### config.mk
export PLATFORM = sky130hd
export DESIGN_NAME = block_frame_receiver
export DESIGN_NICKNAME = d
export VERILOG_FILES = /design/src/rtl/bfr_pkg.sv /design/src/rtl/bfr_crc16.sv /design/src/rtl/block_frame_receiver.sv
export SDC_FILE = /design/constraint.sdc
export NUM_CORES = 1
export LEC_CHECK = 0
export BUFFER_PORTS_ARGS = -buffer_cell sky130_fd_sc_hd__buf_2
export CELL_PAD_IN_SITES_DETAIL_PLACEMENT = 1
export CELL_PAD_IN_SITES_GLOBAL_PLACEMENT = 2
export CORE_MARGIN = 4
export CORE_UTILIZATION = 41
export CTS_CLUSTER_DIAMETER = 200
export CTS_CLUSTER_SIZE = 14
export DETAILED_ROUTE_END_ITERATION = 10
export GPL_TIMING_DRIVEN = 0
export HOLD_SLACK_MARGIN = 0.02
export PLACE_DENSITY_LB_ADDON = 0.1
export SKIP_LAST_GASP = 1
export SLEW_MARGIN = 10
export SYNTH_ARGS = -nofsm -noshare
export SYNTH_HDL_FRONTEND = slang
export SYNTH_SLANG_ARGS = --single-unit
### constraint.sdc
create_clock -name clk -period 6.15 [get_ports clk]
set_input_delay 0.615 -clock clk [delete_from_list [all_inputs] [get_ports clk]]
set_output_delay 0.615 -clock clk [all_outputs]
set_load 0.02 [all_outputs]
### src/rtl/bfr_pkg.sv
// ----------------------------------------------------------------------------
// bfr_pkg
// Shared types and constants for the block frame receiver: frame phases,
// result kinds, register indexes and CRC-16 constants.
// ----------------------------------------------------------------------------
package bfr_pkg;

  // Largest payload the receiver will ever take, whatever max_payload says
  localparam int unsigned MAX_BLOCK = 4096;
  localparam logic [15:0] MAX_BLOCK_LEN = 16'(MAX_BLOCK);

  // CRC-16, Modbus form
  localparam logic [15:0] CRC_INIT = 16'hFFFF;
  localparam logic [15:0] CRC_POLY = 16'hA001;

  // Frame phases, one-hot
  typedef enum logic [8:0] {
    PH_HUNT1 = 9'b000000001,
    PH_HUNT2 = 9'b000000010,
    PH_SEQHI = 9'b000000100,
    PH_SEQLO = 9'b000001000,
    PH_LENHI = 9'b000010000,
    PH_LENLO = 9'b000100000,
    PH_DATA  = 9'b001000000,
    PH_CRCHI = 9'b010000000,
    PH_CRCLO = 9'b100000000
  } phase_t;

  // Result kinds
  typedef enum logic [1:0] {
    KIND_DATA = 2'd0,
    KIND_ACK  = 2'd1,
    KIND_NAK  = 2'd2,
    KIND_END  = 2'd3
  } kind_t;

  // Configuration register indexes
  typedef enum logic [2:0] {
    REG_HEADER_FIRST  = 3'd0,
    REG_HEADER_SECOND = 3'd1,
    REG_ACK_CODE      = 3'd2,
    REG_NAK_CODE      = 3'd3,
    REG_END_SEQUENCE  = 3'd4,
    REG_MAX_PAYLOAD   = 3'd5
  } reg_index_t;

endpackage

### src/rtl/bfr_crc16.sv
// ----------------------------------------------------------------------------
// bfr_crc16
// Byte-wide CRC-16 update, reflected polynomial, eight bit steps unrolled.
// ----------------------------------------------------------------------------
module bfr_crc16 (
  input  logic [15:0] crc_in,
  input  logic [7:0]  data_in,
  output logic [15:0] crc_out
);

  // Fold the byte in, then shift out eight bits
  always_comb begin
    logic [15:0] c;
    c = crc_in ^ {8'h00, data_in};
    for (int i = 0; i < 8; i++) begin
      if (c[0]) begin
        c = (c >> 1) ^ bfr_pkg::CRC_POLY;
      end else begin
        c = c >> 1;
      end
    end
    crc_out = c;
  end

endmodule

### src/rtl/block_frame_receiver.sv
// ----------------------------------------------------------------------------
// block_frame_receiver
// Byte-serial stop-and-wait frame receiver: header hunt, sequence, length,
// payload pass-through and CRC-16 check, ending each frame with a verdict.
// ----------------------------------------------------------------------------
//
//  channel  | direction | handshake         | beat carries
//  ---------+-----------+-------------------+----------------------------------
//  in_      | input     | in_valid/in_ready | in_rx_byte
//  out_     | output    | out_valid/out_ready | out_kind, out_byte,
//           |           |                   | out_frame_number
//  cfg_     | input     | cfg_we            | cfg_index, cfg_data
//
//  One byte per cycle sustained while the output is not stalled. A byte waits
//  in the input register, where the byte-wide CRC update and the phase logic
//  act on it, and its result (if any) is registered into the output register when the byte is taken.
//  A stalled output holds the result and the byte behind it; the input side
//  keeps taking beats until the input register is also full.
//  Reset (synchronous, active low) restores the control and configuration registers, clears the
//  sequence and returns to hunting for the first header byte.
//
module block_frame_receiver (
  input  logic        clk,
  input  logic        rst_n,
  // input channel
  input  logic        in_valid,
  output logic        in_ready,
  input  logic [7:0]  in_rx_byte,
  // result channel
  output logic        out_valid,
  input  logic        out_ready,
  output logic [1:0]  out_kind,
  output logic [7:0]  out_byte,
  output logic [15:0] out_frame_number,
  // configuration
  input  logic        cfg_we,
  input  logic [2:0]  cfg_index,
  input  logic [15:0] cfg_data
);

  // Configuration registers
  logic [7:0]  header_first_r, header_second_r, ack_code_r, nak_code_r;
  logic [15:0] end_sequence_r;
  logic [12:0] max_payload_r;

  // Frame state
  bfr_pkg::phase_t phase_r, phase_nxt;
  logic [15:0] expected_seq_r, expected_seq_nxt;
  logic [15:0] current_seq_r, current_seq_nxt;
  logic [15:0] payload_len_r, payload_len_nxt;
  logic [12:0] bytes_seen_r, bytes_seen_nxt;
  logic [15:0] crc_r, crc_nxt;
  logic [7:0]  crc_high_r, crc_high_nxt;

  // Input and output stages
  logic        in_valid_r;
  logic [7:0]  in_byte_r;
  logic        out_valid_r;
  logic [1:0]  out_kind_r;
  logic [7:0]  out_byte_r;
  logic [15:0] out_frame_r;

  logic        advance, fire;
  logic [15:0] crc_upd;
  logic [15:0] limit;
  logic [15:0] len_full;
  logic [12:0] bytes_inc;
  logic [15:0] rx_crc;
  logic        res_valid;
  bfr_pkg::kind_t res_kind;
  logic [7:0]  res_byte;

  // Handshake: the output register frees up when empty or taken
  assign advance  = !out_valid_r || out_ready;
  assign fire     = in_valid_r && advance;
  assign in_ready = !in_valid_r || advance;

  assign out_valid        = out_valid_r;
  assign out_kind         = out_kind_r;
  assign out_byte         = out_byte_r;
  assign out_frame_number = out_frame_r;

  bfr_crc16 u_crc (
    .crc_in  (crc_r),
    .data_in (in_byte_r),
    .crc_out (crc_upd)
  );

  // Effective length limit and helper values
  assign limit     = ({3'b000, max_payload_r} > bfr_pkg::MAX_BLOCK_LEN) ?
                     bfr_pkg::MAX_BLOCK_LEN : {3'b000, max_payload_r};
  assign len_full  = {payload_len_r[15:8], in_byte_r};
  assign bytes_inc = bytes_seen_r + 13'd1;
  assign rx_crc    = {crc_high_r, in_byte_r};

  // Phase logic on the byte in the input register
  always_comb begin
    phase_nxt        = phase_r;
    expected_seq_nxt = expected_seq_r;
    current_seq_nxt  = current_seq_r;
    payload_len_nxt  = payload_len_r;
    bytes_seen_nxt   = bytes_seen_r;
    crc_nxt          = crc_r;
    crc_high_nxt     = crc_high_r;
    res_valid        = 1'b0;
    res_kind         = bfr_pkg::KIND_DATA;
    res_byte         = in_byte_r;
    if (fire) begin
      unique case (phase_r)
        bfr_pkg::PH_HUNT1: begin
          if (in_byte_r == header_first_r) begin
            phase_nxt = bfr_pkg::PH_HUNT2;
          end
        end
        bfr_pkg::PH_HUNT2: begin
          if (in_byte_r == header_second_r) begin
            phase_nxt = bfr_pkg::PH_SEQHI;
            crc_nxt   = bfr_pkg::CRC_INIT;
          end else begin
            phase_nxt = bfr_pkg::PH_HUNT1;
          end
        end
        bfr_pkg::PH_SEQHI: begin
          current_seq_nxt = {in_byte_r, 8'h00};
          crc_nxt         = crc_upd;
          phase_nxt       = bfr_pkg::PH_SEQLO;
        end
        bfr_pkg::PH_SEQLO: begin
          current_seq_nxt = {current_seq_r[15:8], in_byte_r};
          crc_nxt         = crc_upd;
          phase_nxt       = bfr_pkg::PH_LENHI;
        end
        bfr_pkg::PH_LENHI: begin
          payload_len_nxt = {in_byte_r, 8'h00};
          crc_nxt         = crc_upd;
          phase_nxt       = bfr_pkg::PH_LENLO;
        end
        bfr_pkg::PH_LENLO: begin
          payload_len_nxt = len_full;
          crc_nxt         = crc_upd;
          bytes_seen_nxt  = '0;
          if (len_full > limit) begin
            // Oversize frame: reject now and hunt again
            phase_nxt = bfr_pkg::PH_HUNT1;
            res_valid = 1'b1;
            res_kind  = bfr_pkg::KIND_NAK;
            res_byte  = nak_code_r;
          end else if (len_full == 16'd0) begin
            phase_nxt = bfr_pkg::PH_CRCHI;
          end else begin
            phase_nxt = bfr_pkg::PH_DATA;
          end
        end
        bfr_pkg::PH_DATA: begin
          crc_nxt        = crc_upd;
          bytes_seen_nxt = bytes_inc;
          if ({3'b000, bytes_inc} >= payload_len_r) begin
            phase_nxt = bfr_pkg::PH_CRCHI;
          end
          res_valid = 1'b1;
        end
        bfr_pkg::PH_CRCHI: begin
          crc_high_nxt = in_byte_r;
          phase_nxt    = bfr_pkg::PH_CRCLO;
        end
        bfr_pkg::PH_CRCLO: begin
          phase_nxt = bfr_pkg::PH_HUNT1;
          res_valid = 1'b1;
          priority if (rx_crc != crc_r) begin
            res_kind = bfr_pkg::KIND_NAK;
            res_byte = nak_code_r;
          end else if (current_seq_r == end_sequence_r && payload_len_r == 16'd0) begin
            expected_seq_nxt = '0;
            res_kind         = bfr_pkg::KIND_END;
            res_byte         = 8'h00;
          end else if (current_seq_r != expected_seq_r) begin
            res_kind = bfr_pkg::KIND_NAK;
            res_byte = nak_code_r;
          end else begin
            expected_seq_nxt = expected_seq_r + 16'd1;
            res_kind         = bfr_pkg::KIND_ACK;
            res_byte         = ack_code_r;
          end
        end
        default: begin
          phase_nxt = bfr_pkg::PH_HUNT1;
        end
      endcase
    end
  end

  // Control registers
  always_ff @(posedge clk) begin
    if (!rst_n) begin
      phase_r        <= bfr_pkg::PH_HUNT1;
      expected_seq_r <= '0;
      current_seq_r  <= '0;
      payload_len_r  <= '0;
      bytes_seen_r   <= '0;
      crc_r          <= bfr_pkg::CRC_INIT;
      crc_high_r     <= '0;
      in_valid_r     <= 1'b0;
      out_valid_r    <= 1'b0;
    end else begin
      phase_r        <= phase_nxt;
      expected_seq_r <= expected_seq_nxt;
      current_seq_r  <= current_seq_nxt;
      payload_len_r  <= payload_len_nxt;
      bytes_seen_r   <= bytes_seen_nxt;
      crc_r          <= crc_nxt;
      crc_high_r     <= crc_high_nxt;
      if (in_valid && in_ready) begin
        in_valid_r <= 1'b1;
      end else if (fire) begin
        in_valid_r <= 1'b0;
      end
      if (advance) begin
        out_valid_r <= fire && res_valid;
      end
    end
  end

  // Payload registers
  always_ff @(posedge clk) begin
    if (in_valid && in_ready) begin
      in_byte_r <= in_rx_byte;
    end
    if (fire && res_valid) begin
      out_kind_r  <= res_kind;
      out_byte_r  <= res_byte;
      out_frame_r <= current_seq_r;
    end
  end

  // Configuration writes
  always_ff @(posedge clk) begin
    if (!rst_n) begin
      header_first_r  <= 8'hAA;
      header_second_r <= 8'h55;
      ack_code_r      <= 8'h06;
      nak_code_r      <= 8'h15;
      end_sequence_r  <= 16'hFFFF;
      max_payload_r   <= 13'd1024;
    end else if (cfg_we) begin
      unique case (cfg_index)
        bfr_pkg::REG_HEADER_FIRST:  header_first_r  <= cfg_data[7:0];
        bfr_pkg::REG_HEADER_SECOND: header_second_r <= cfg_data[7:0];
        bfr_pkg::REG_ACK_CODE:      ack_code_r      <= cfg_data[7:0];
        bfr_pkg::REG_NAK_CODE:      nak_code_r      <= cfg_data[7:0];
        bfr_pkg::REG_END_SEQUENCE:  end_sequence_r  <= cfg_data;
        bfr_pkg::REG_MAX_PAYLOAD:   max_payload_r   <= cfg_data[12:0];
        default: ;
      endcase
    end
  end

endmodule

==> impl_summary.txt, run 1 <==
----------------------------------------------------
[Outcome]
  Run status ... complete, no violations

[Synthesis]
  Area of the mapped netlist ... 9160 um2
  Distinct cell type count of the synthesized netlist ... 66
  Synthesized-area fraction occupied by adder cells ... 4.37%
  Share of synthesized area occupied by flip-flops and latches ... a little under half
  Primary FF master, synth ... dfxtp_1
  Net count of the mapped netlist ... 1,101
  Main combinational cell family by area after synthesis ... simple AND/OR/NAND/NOR gates
  Synthesized instance count ... 1,037
  Count of state elements after synthesis ... 191
  Number of synthesis warnings ... 0
  Number of enable-type register cells in the synthesized netlist ... 34
  Synth Area in Compound Gates ... between 10% and 20%
  Post-Synth XOR/XNOR Area ... 9.44%
  Fraction of the mapped netlist area in simple logic gates ... 23.7%
  Post-synthesis mux area share ... 2.64%
  Post-synthesis area per instance ... 8.83 um2
  Proportion of register bits with asynchronous set or reset after synthesis ... 0%

[Pwr]
  Power Dens Cells ... around 250 nW/um2
  Pleak ... around 4.2 nW
  Worst voltage drop across the vdd grid ... approximately 0.18 mV

[Critical path]
  Critical Path Max Stage Delay ... approximately 0.6 ns
  Setup crit start kind ... flop
  WS Path Type ... reg2reg
  Worst path slowest cell ... clkbuf_1
  CP delay by family, top ... buffers and inverters
  Critical Path AT ... just under 4 ns
  Total buffers and inverters traversed by the critical path ... 3
  CP endpoint kind ... flop
  Data required time at the worst endpoint ... between 6 and 7 ns
  List of cells traversed by the critical path ... clkbuf_1 > inv_1 > ha_1 > nor2b_1 > o211ai_1 > a21o_1 > a31o_2 > o21ai_2 > nor2_1 > nor2_4 > buf_16
  Worst-path maximum fanout ... 15

[Drt]
  Final ANT Viol Nets ... 0
  Routed WL per cell ... between 20 and 25 um
  Total Routed Length ... between 20 and 30 mm
  Iteration-0 DRC Markers ... roughly 430
  Count of unresolved DRC violations after routing ... 0
  Via count ... 7,715
  First-pass iteration count of the detailed router ... 5
  Via/cell ratio ... 5.48

[Clocking]
  Clock root buffer master ... clkbuf_16
  Num Clock Sinks ... 191
  Setup repair bufs after CTS ... 0
  H-Tree Depth ... 4
  Clock latency of the later-clocked register in the worst-skew pair ... 0.45 ns
  Post-CTS Resized ... 0
  TritonCTS Buffers ... 17
  Clock tree from TritonCTS ... built
  Buffers from clock root to sink, at most ... 2
  CTS Hold Buffers Added ... 0
  Reg clk slew, reported paths ... approximately 0.080 ns

[Min path]
  HP Class ... in2reg

[Timing]
  Tightest Pin Transition ... 1.19 ns
  Max transition margin ... 19.8%
  Setup repair after global routing missed its margin ... no
  Final clock period utilization by the worst path ... 61.6%
  Final-report setup violation count ... 0
  Clock period minus final worst setup slack ... 3.79 ns
  Timing-limited maximum frequency ... 264 MHz
  Post-Route Skew ... 0.0152 ns
  Count of pins over their slew limit ... 0
  Final Hold Vio Count ... 0
  Sum Neg Setup Slack ... 0 ns

[Floorplanning]
  Effective utilization at floorplan ... 41.8%
  Horiz. Die Dim ... 157 um
  Row count ... 54
  Floorplan die area ... 24,800 um2
  IO Count ... 60
  Chip Height ... 157 um
  Core ar. ... 21,900 um2

[Cells and area]
  FILL cells ... between 2,000 and 3,000
  Ratio of cells with drive above 1 in the final layout ... 10.5%
  Antenna diode instance count ... 0
  Relative area change from synthesis to final layout ... 13.8%
  Total Nets Final ... ~1,200
  Fin util ... 47.6%
  Final instance area ... 10,400 um2

[GRT]
  Layer with the highest usage ... met2
  GRT met2 Usage ... 40.9%
  M1 GR Usage ... 32.1%
  Initial antenna violation count ... 0
  Via count of the first global-routing pass ... 7,841
  Overflow after GRT ... 0
  Maximum number of pins on one net before global-route repair ... 21
  First-pass GRT wire length ... 45.2 mm
  Overall fraction of global-route tracks in use ... 23.8%
  Routing usage on met3 ... 3.19%

[Run]
  Count of maximum capacitance violations ... 0

[Placed design]
  Number of I/O port buffers ... 58
  Global placement routability congestion ... 0.823
  Post-Place Cell Area ... 9840 um2
  DPL Wire Length ... 20.9 mm

----------------------------------------------------
==> final cells by class <==
| type | instances | area, um2 | share of cell area, % |
|---|---|---|---|
| Inverter | 25 | 93.8 | 0.900 |
| Clock buffer | 17 | 425 | 4.08 |
| Sequential cell | 191 | 4160 | 39.9 |
| Multi-Input combinational cell | 767 | 4680 | 44.9 |
| Tap cell | 280 | 350 | 3.36 |
| Timing Repair Buffer | 59 | 318 | 3.05 |
| Clock inverter | 15 | 161 | 1.55 |
| Buffer | 54 | 230 | 2.21 |
==> registers in the layout, summed over array words and instances (netlist names), 2 cells and up <==
name              flops
bytes_seen_r         13
out_byte              8
phase_r               9
crc_high_r            8
max_payload_r        13
header_first_r        8
out_kind              2
payload_len_r        16
end_sequence_r       16
ack_code_r            8
header_second_r       8
expected_seq_r       16
current_seq_r        16
in_byte_r             8
out_frame_number     16
crc_r                16
nak_code_r            8
==> synthesized netlist by cell type (all sizes together), types with 5 or more instances <==
cell type / n / area share, %
edfxtp: 34 / 11
and3: 14 / 0.96
clkbuf: 42 / 1.7
nand3: 53 / 2.9
mux2i: 23 / 2.5
and4: 5 / 0.48
or3: 7 / 0.48
xnor2: 68 / 6.5
nor3: 25 / 1.6
nand3b: 10 / 0.82
a22oi: 18 / 1.5
inv: 25 / 1.0
nor2b: 7 / 0.48
ha: 32 / 4.4
a221o: 7 / 0.77
buf: 12 / 0.79
nand2: 179 / 7.3
nor2: 98 / 4.0
o21ai: 22 / 1.2
xor2: 28 / 2.7
o211ai: 5 / 0.46
a21boi: 9 / 0.74
nor4: 12 / 0.98
o22ai: 13 / 0.89
and2: 9 / 0.61
dfxtp: 157 / 34
nand2b: 5 / 0.34
nand4: 13 / 0.89
a21oi: 69 / 3.8
==> cell families (layout without fill, tap and decap cells) <==
family / after synthesis / in the layout
AND/OR/NAND/NOR: 455 / 455
flip-flops: 191 / 191
AO/OA/AOI/OAI: 159 / 159
XOR/XNOR: 97 / 97
buffers and inverters: 79 / 170
adder cells (fa/ha/maj): 32 / 32
multiplexers: 24 / 24
==> routing by layer <==
layer	share of wire [%]	wire, um	up-vias
met5	0	0	-
met1	47	13600	3826
met3	2.9	827	23
met4	1.1	304	0
li1	-	-	3755
met2	49	13900	111
==> cells in the final DEF, fill, tap and decap left out, types with 10 or more instances in the layout <==
cell type and n:
a21oi_1 69, a22oi_1 18, and3_1 14, buf_2 65, clkbuf_1 42, clkbuf_16 17
dfxtp_1 157, edfxtp_1 34, ha_1 32, inv_1 24, mux2i_1 23, nand2_1 179
nand3_1 53, nand3b_1 10, nand4_1 13, nor2_1 96, nor3_1 22, nor4_1 11
o21ai_0 20, o22ai_1 13, xnor2_1 68, xor2_1 28
==> metrics by stage <==
| stage | worst slack (ns) | total power, mW | instances | hold slack (ns) |
|---|---|---|---|---|
| final | 2.36 | 2.58 | 1408 | 0.335 |
| after global routing | 2.23 | 2.67 | 1408 | 0.317 |
| after CTS | 2.33 | 2.60 | 1408 | 0.324 |
| after detailed placement | 2.37 | 1.48 | 1376 | 0.450 |
| after global placement | 0.961 | 1.48 | 1375 | 0.439 |
| after floorplan | 2.61 | 1.41 | 1037 | 0.432 |
==> path summary, 6_finish.rpt <==
kind / startpoint / end / slack, ns / cells after the start
max: in_byte_r[0] / out_byte[6] / 2.36 / 11
min: in_rx_byte[2] / in_byte_r[2] / 0.33 / 1
max reg2reg: in_byte_r[0] / out_byte[6] / 2.36 / 11
min reg2reg: ack_code_r[7] / ack_code_r[7] / 0.46 / 2
==> power breakdown <==
part | total, mW | switching [mW] | leakage, nW | internal, mW
Combinational | 0.159 | 0.106 | 2.24 | 0.0530
Clock | 1.12 | 0.575 | 0.291 | 0.548
Sequential | 1.29 | 0.0104 | 1.62 | 1.28
==> worst reg2reg max path: stages (launching register included) <==
cell and delay (ns):
edfxtp_1 0.32, clkbuf_1 0.59, inv_1 0.40, ha_1 0.31, nor2b_1 0.11, o211ai_1 0.11, a21o_1 0.21, a31o_2 0.25
o21ai_2 0.42, nor2_1 0.15, nor2_4 0.40, buf_16 0.23
(Power assumes the default switching activity.)
==> run 2, diff against run 1 <==
--- a/config.mk
+++ b/config.mk
@@ -9,7 +9,7 @@
 export CELL_PAD_IN_SITES_DETAIL_PLACEMENT = 1
 export CELL_PAD_IN_SITES_GLOBAL_PLACEMENT = 2
 export CORE_MARGIN = 4
-export CORE_UTILIZATION = 41
+export CORE_UTILIZATION = 34
 export CTS_CLUSTER_DIAMETER = 200
 export CTS_CLUSTER_SIZE = 14
 export DETAILED_ROUTE_END_ITERATION = 10
==> constraint.sdc (replaced) <==
create_clock -name clk -period 3.3 [get_ports clk]
set_input_delay 0.33 -clock clk [delete_from_list [all_inputs] [get_ports clk]]
set_output_delay 0.33 -clock clk [all_outputs]
set_load 0.02 [all_outputs]
==> impl_summary.txt, run 2 (synthesis results as in run 1) <==
----------------------------------------------------
[Clocking]
  Clock root buffer master ... clkbuf_16
  Num Clock Sinks ... 191 (unchanged)
  Clock tree from TritonCTS ... built
  Clock latency of the later-clocked register in the worst-skew pair ... 0.45 ns (about the same)
  Reg clk slew, reported paths ... 0.09 ns (about the same)
  TritonCTS Buffers ... 17 (unchanged)
  Buffers from clock root to sink, at most ... 2 (unchanged)
  H-Tree Depth ... 4 (unchanged)

[Drt]
  Via count ... 7,617 (-1.3%)
  Iteration-0 DRC Markers ... 345 (-19%)
  Count of unresolved DRC violations after routing ... 0 (unchanged)
  Routed WL per cell ... 20.4 um (+0.19%)
  Total Routed Length ... 29.9 mm (+4.3%)
  Final ANT Viol Nets ... 0 (unchanged)
  Via/cell ratio ... 5.20 (-5.2%)
  First-pass iteration count of the detailed router ... 4 (-1)

[Min path]
  HP Class ... in2reg

[Placed design]
  Global placement routability congestion ... 0.817 (-0.70%)
  Placed cells ... 1,431 (+4.0%)
  DPL Wire Length ... 21.5 mm (+2.9%)
  Number of I/O port buffers ... 58 (unchanged)

[Cells and area]
  Highest-count cells in the layout ignoring fill and taps ... nand2_1 (179), dfxtp_1 (154), nor2_1 (95)
  Fin util ... 40.6% (-7.0 points)
  Relative area change from synthesis to final layout ... 16.6%
  FILL cells ... 3,100 (+18%)
  Antenna diode instance count ... 0 (unchanged)
  Leading cell type in the layout, fill and taps excluded ... nand2_1
  Ratio of cells with drive above 1 in the final layout ... 13.1% (+2.5 points)
  Total Nets Final ... 1,182 (+0.25%)
  Post-route insts no fill ... 1,466 (+4.1%)

[GRT]
  First-pass GRT wire length ... 46.0 mm (+1.8%)
  Overflow after GRT ... 0 (unchanged)
  Via count of the first global-routing pass ... 7,729 (-1.4%)
  Initial antenna violation count ... 0 (unchanged)
  Maximum number of pins on one net before global-route repair ... 22 (+4.8%)
  Overall fraction of global-route tracks in use ... 20.4% (-3.3 points)

[Critical path]
  Critical Path Max Stage Delay ... 0.40 ns (-0.19 ns)
  Worst path slowest cell ... edfxtp_1
  Setup crit start kind ... flop
  WS Path Type ... reg2reg
  Critical Path AT ... 3.46 ns (-0.49 ns)
  Worst-path maximum fanout ... 10 (-5)
  List of cells traversed by the critical path ... clkbuf_2 > xnor2_1 > ha_1 > and4_1 > nand4_1 > or3_1 > buf_2 > nor2_2 > a221o_1
  CP endpoint kind ... flop
  Data required time at the worst endpoint ... 3.62 ns (-2.69 ns)

[Outcome]
  Run status ... complete, no violations

[Pwr]
  Total power of the final layout ... 4.86 mW (+89%)
  Power Dens Cells ... 456 nW/um2 (+84%)
  Pleak ... 4.23 nW (+1.6%)
  Worst voltage drop across the vdd grid ... 0.249 mV (+36%)

[Floorplanning]
  Effective utilization at floorplan ... 34.9% (-7.0 points)
  IO Count ... 60 (unchanged)
  Horiz. Die Dim ... 172 um (+9.3%)
  Row count ... 59 (+9.3%)
  Chip Height ... 172 um (+9.3%)
  Core ar. ... 26,300 um2 (+20%)
  Floorplan die area ... 29,600 um2 (+19%)

[Timing]
  Timing-limited maximum frequency ... 318 MHz (+21%)
  Final Hold Vio Count ... 0 (unchanged)
  Final-report setup violation count ... 0 (unchanged)
  Max transition margin ... 28.4% (+8.6 points)
  Final clock period utilization by the worst path ... 95.3% (+34 points)
  Tightest Pin Transition ... 1.07 ns (-0.122 ns)
  Setup repair after global routing missed its margin ... yes
  Post-Route Skew ... 0.0195 ns (+0.00430 ns)
  Clock period minus final worst setup slack ... 3.15 ns (-0.645 ns)
  Count of pins over their slew limit ... 0 (unchanged)

[Run]
  Count of maximum capacitance violations ... 0 (unchanged)

----------------------------------------------------
==> run 2: cell types whose count changed in the layout (fill, tap and decap cells not counted), sizes merged <==
| cell | change |
|---|---|
| inv | -4 |
| buf | +6 |
| clkinv | +4 |
| clkbuf | -3 |
==> run 2: cell type report <==
class	instances	area, um2	area share, %
Multi-Input combinational cell	767	4760	44.6
Sequential cell	191	4170	39.1
Clock buffer	17	425	3.98
Tap cell	335	419	3.93
Timing Repair Buffer	65	388	3.63
Buffer	51	229	2.14
Clock inverter	15	194	1.82
Inverter	25	93.8	0.879
==> run 2: routing by layer <==
layer | global-route usage (%) | wire (um) | part of all wire [%]
met4 | 4.48 | 408 | 1.4
met5 | 0 | 0 | 0
met3 | 2.72 | 921 | 3.1
met1 | 27.9 | 14300 | 48
met2 | 34.6 | 14200 | 48
==> run 2: stage by stage <==
stage	TNS (ns)	instance area [um2]	setup slack [ns]	hold WS [ns]
6_report	0	10700	0.154	0.0473
5_1_grt	-0.0431	10700	-0.0216	0.0313
4_1_cts	0	10600	0.0512	0.0350
3_5_place_dp	-17.43	9910	-0.552	0.446
3_3_place_gp	-38.78	9870	-1.25	0.444
2_1_floorplan	0	9160	0.181	0.429
==> run 2: where the power goes <==
group	total [mW]	switching (mW)	internal (mW)
combinational	0.302	0.201	0.101
clock	2.15	1.12	1.04
sequential	2.41	0.0194	2.39
total	4.86	1.34	3.53
==> run 2: path summary, 6_finish.rpt <==
path | startpoint | end | slack [ns] | cells past startpoint
setup / recovery | in_byte_r[4] | out_byte[2] | 0.15 | 9
hold / removal | in_rx_byte[5] | in_byte_r[5] | 0.05 | 1
setup reg to reg | in_byte_r[4] | out_byte[2] | 0.15 | 9
hold reg to reg | ack_code_r[6] | ack_code_r[6] | 0.46 | 2
==> run 2: timing repair <==
action | in CTS | in global routing
endpoints found under the hold margin | 0 | 0
gates cloned | 0 | 0
endpoints found under the setup margin | 48 | 37
buffers inserted | 5 | 1
pin swaps | 2 | 1
resized for setup | 15 | 14
hold buffers | 0 | 0
==> run 2: critical path: cells and delay by family, from the launching register on <==
| kind | cells | cell delay (ns) |
|---|---|---|
| and+or+nand+nor | 4 | 1.20 |
| adders and majority gates | 1 | 0.20 |
| buffers and inverters | 2 | 0.56 |
| DFF | 1 | 0.40 |
| xor gates and xnor gates | 1 | 0.37 |
| AOI/OAI and AO/OA | 1 | 0.25 |
==> run 3, diff against run 2 <==
--- a/config.mk
+++ b/config.mk
@@ -5,11 +5,12 @@
 export SDC_FILE = /design/constraint.sdc
 export NUM_CORES = 1
 export LEC_CHECK = 0
+export ABC_CLOCK_PERIOD_IN_PS = 3300
 export BUFFER_PORTS_ARGS = -buffer_cell sky130_fd_sc_hd__buf_2
 export CELL_PAD_IN_SITES_DETAIL_PLACEMENT = 1
 export CELL_PAD_IN_SITES_GLOBAL_PLACEMENT = 2
 export CORE_MARGIN = 4
-export CORE_UTILIZATION = 34
+export CORE_UTILIZATION = 29
 export CTS_CLUSTER_DIAMETER = 200
 export CTS_CLUSTER_SIZE = 14
 export DETAILED_ROUTE_END_ITERATION = 10
==> impl_summary.txt, run 3 (synthesis results as in run 1) <==
----------------------------------------------------
[Critical path]
  Total buffers and inverters traversed by the critical path ... 2 (unchanged)
  Setup crit start kind ... flop
  CP delay by family, top ... simple AND/OR/NAND/NOR gates
  Terminus of the critical flop-to-flop path ... out_byte[5]
  WS Path Type ... reg2reg
  Worst-path maximum fanout ... 10 (unchanged)
  Critical Path Max Stage Delay ... 0.42 ns (+0.02 ns)
  List of cells traversed by the critical path ... clkbuf_2 > xnor2_1 > ha_1 > and4_1 > nand4_1 > or3_1 > buf_2 > nor2_2 > a221o_1
  Depth of the most critical reg-to-reg path ... 9 (unchanged)
  FF-to-FF setup slack ... 0.14 ns (about the same)
  CP endpoint kind ... flop
  Worst reg2reg startpoint ... in_byte_r[6]
  Worst path slowest cell ... edfxtp_1
  Logic depth of the worst setup path including buffers ... 9 (unchanged)
  Critical Path AT ... 3.46 ns (about the same)
  Data required time at the worst endpoint ... 3.60 ns (-0.02 ns)

[Clocking]
  Clock latency of the later-clocked register in the worst-skew pair ... 0.44 ns (about the same)
  Reg clk slew, reported paths ... 0.08 ns (about the same)
  Clock root buffer master ... clkbuf_16
  Buffers from clock root to sink, at most ... 2 (unchanged)
  Clock tree from TritonCTS ... built
  Num Clock Sinks ... 191 (unchanged)
  TritonCTS Buffers ... 17 (unchanged)
  H-Tree Depth ... 4 (unchanged)
  CTS Hold Buffers Added ... 0 (unchanged)

[Timing]
  Max transition margin ... 26.8% (-1.6 points)
  Final Hold Vio Count ... 0 (unchanged)
  Count of pins over their slew limit ... 0 (unchanged)
  Post-Route Skew ... 0.0144 ns (-0.00505 ns)
  Tightest Pin Transition ... 1.10 ns (+0.0244 ns)
  Setup repair after global routing missed its margin ... yes
  Hold Worst Slack ... 0.0579 ns (+0.0106 ns)
  Final clock period utilization by the worst path ... 95.7% (+0.33 points)
  Timing-limited maximum frequency ... 317 MHz (-0.35%)
  Sum Neg Setup Slack ... 0 ns (unchanged)
  Clock period minus final worst setup slack ... 3.16 ns (+0.0110 ns)
  Final-report setup violation count ... 0 (unchanged)

[Cells and area]
  Leading cell type in the layout, fill and taps excluded ... nand2_1
  Relative area change from synthesis to final layout ... 17.2%
  Area taken by flip-flops and latches ... 4170 um2 (about the same)
  Antenna diode instance count ... 0 (unchanged)
  Total Nets Final ... 1,183 (+0.085%)
  FILL cells ... 3,643 (+18%)
  Final instance area ... 10,700 um2 (+0.53%)
  Ratio of cells with drive above 1 in the final layout ... 13.5% (+0.43 points)
  Footprint of the multi-input gates ... 4770 um2 (+0.37%)
  Highest-count cells in the layout ignoring fill and taps ... nand2_1 (179), dfxtp_1 (154), nor2_1 (95)

[Run]
  Count of maximum capacitance violations ... 0 (unchanged)

[Min path]
  Cell depth of the worst min-delay path ... 1 (unchanged)
  HP Class ... in2reg
  Startpoint of the most critical hold path ... in_rx_byte[0]
  Hold Path End ... in_byte_r[0]

[Drt]
  Final ANT Viol Nets ... 0 (unchanged)
  Routed WL per cell ... 20.5 um (+0.86%)
  Via/cell ratio ... 4.97 (-4.3%)
  Total Routed Length ... 31.4 mm (+5.1%)
  Count of unresolved DRC violations after routing ... 0 (unchanged)
  Via count ... 7,595 (-0.29%)
  Iteration-0 DRC Markers ... 322 (-6.7%)
  First-pass iteration count of the detailed router ... 4 (unchanged)

[GRT]
  Overflow after GRT ... 0 (unchanged)
  Layer with the highest usage ... met2
  Maximum number of pins on one net before global-route repair ... 19 (-14%)
  M1 GR Usage ... 25.9% (-2.0 points)
  GRT met2 Usage ... 30.5% (-4.1 points)
  Via count of the first global-routing pass ... 7,854 (+1.6%)
  First-pass GRT wire length ... 48.3 mm (+5.0%)
  Initial antenna violation count ... 0 (unchanged)
  Overall fraction of global-route tracks in use ... 18.5% (-1.9 points)
  Routing usage on met3 ... 2.66% (-0.063 points)

[Floorplanning]
  Floorplan die area ... 34,500 um2 (+16%)
  IO Count ... 60 (unchanged)
  Horiz. Die Dim ... 186 um (+7.9%)
  Chip Height ... 186 um (+7.9%)
  Core ar. ... 30,900 um2 (+18%)
  Effective utilization at floorplan ... 29.6% (-5.2 points)
  Row count ... 64 (+8.5%)

[Placed design]
  Post-Place Cell Area ... 9990 um2 (+0.82%)
  DPL Wire Length ... 23.0 mm (+6.7%)
  Number of I/O port buffers ... 58 (unchanged)
  Global placement routability congestion ... 0.756 (-7.5%)

[Pwr]
  Pleak ... 4.24 nW (+0.20%)
  Power Dens Cells ... 448 nW/um2 (-1.6%)
  Worst voltage drop across the vdd grid ... 0.361 mV (+45%)

[Outcome]
  Run status ... complete, no violations

----------------------------------------------------
==> run 3: cell types whose count changed in the layout (fill, tap and decap cells not counted), sizes merged <==
| cell | previous run | this run |
|---|---|---|
| clkinv | 9 | 7 |
| buf | 77 | 78 |
| bufinv | 0 | 1 |
| inv | 31 | 32 |
==> run 3: worst max path at each step <==
stage	endpoint	from
final	out_byte[5]	in_byte_r[6]
after CTS	out_byte[6]	in_byte_r[3]
after detailed placement	out_frame_number[13]	in_byte_r[0]
after floorplan	out_byte[0]	max_payload_r[12]
after global routing	phase_r[1]	bytes_seen_r[2]
after global placement	out_byte[7]	in_byte_r[0]
==> run 3: final cells by class <==
type                            count  share of cell area [%]
Sequential cell                   191                    38.9
Tap cell                          396                    4.62
Multi-Input combinational cell    767                    44.5
Clock buffer                       17                    3.96
Buffer                             51                    2.13
Clock inverter                     15                    1.39
Timing Repair Buffer               66                    3.66
Inverter                           25                   0.874
==> run 3: power by group <==
part / total, mW / switching, mW / internal (mW)
Sequential: 2.41 / 0.0204 / 2.39
Combinational: 0.304 / 0.203 / 0.101
Clock: 2.10 / 1.03 / 1.07
Total: 4.81 / 1.25 / 3.56
==> run 3: metrics by stage <==
| stage | power [mW] | util [%] | setup WS (ns) | instances |
|---|---|---|---|---|
| after floorplan | 2.64 | - | 0.181 | 1037 |
| final | 4.81 | 34.7 | 0.143 | 1528 |
| after CTS | 4.89 | 34.4 | 0.0146 | 1524 |
| after global routing | 5.02 | 34.7 | -0.0135 | 1528 |
| after global placement | 2.77 | 32.2 | -1.35 | 1491 |
| after detailed placement | 2.77 | 32.3 | -0.628 | 1492 |
==> run 3: repair_timing <==
action	4_1_cts	5_1_grt
endpoints found under the setup margin	52	44
cloned	0	1
pin swaps	2	5
gates resized for setup	17	19
endpoints found under the hold margin	0	0
buffers inserted	3	3
==> run 3: metal layers <==
metal	vias to the layer above	wire length [um]
li1	3760	-
met1	3729	15700
met2	84	14700
met3	22	614
met4	0	413
met5	-	0
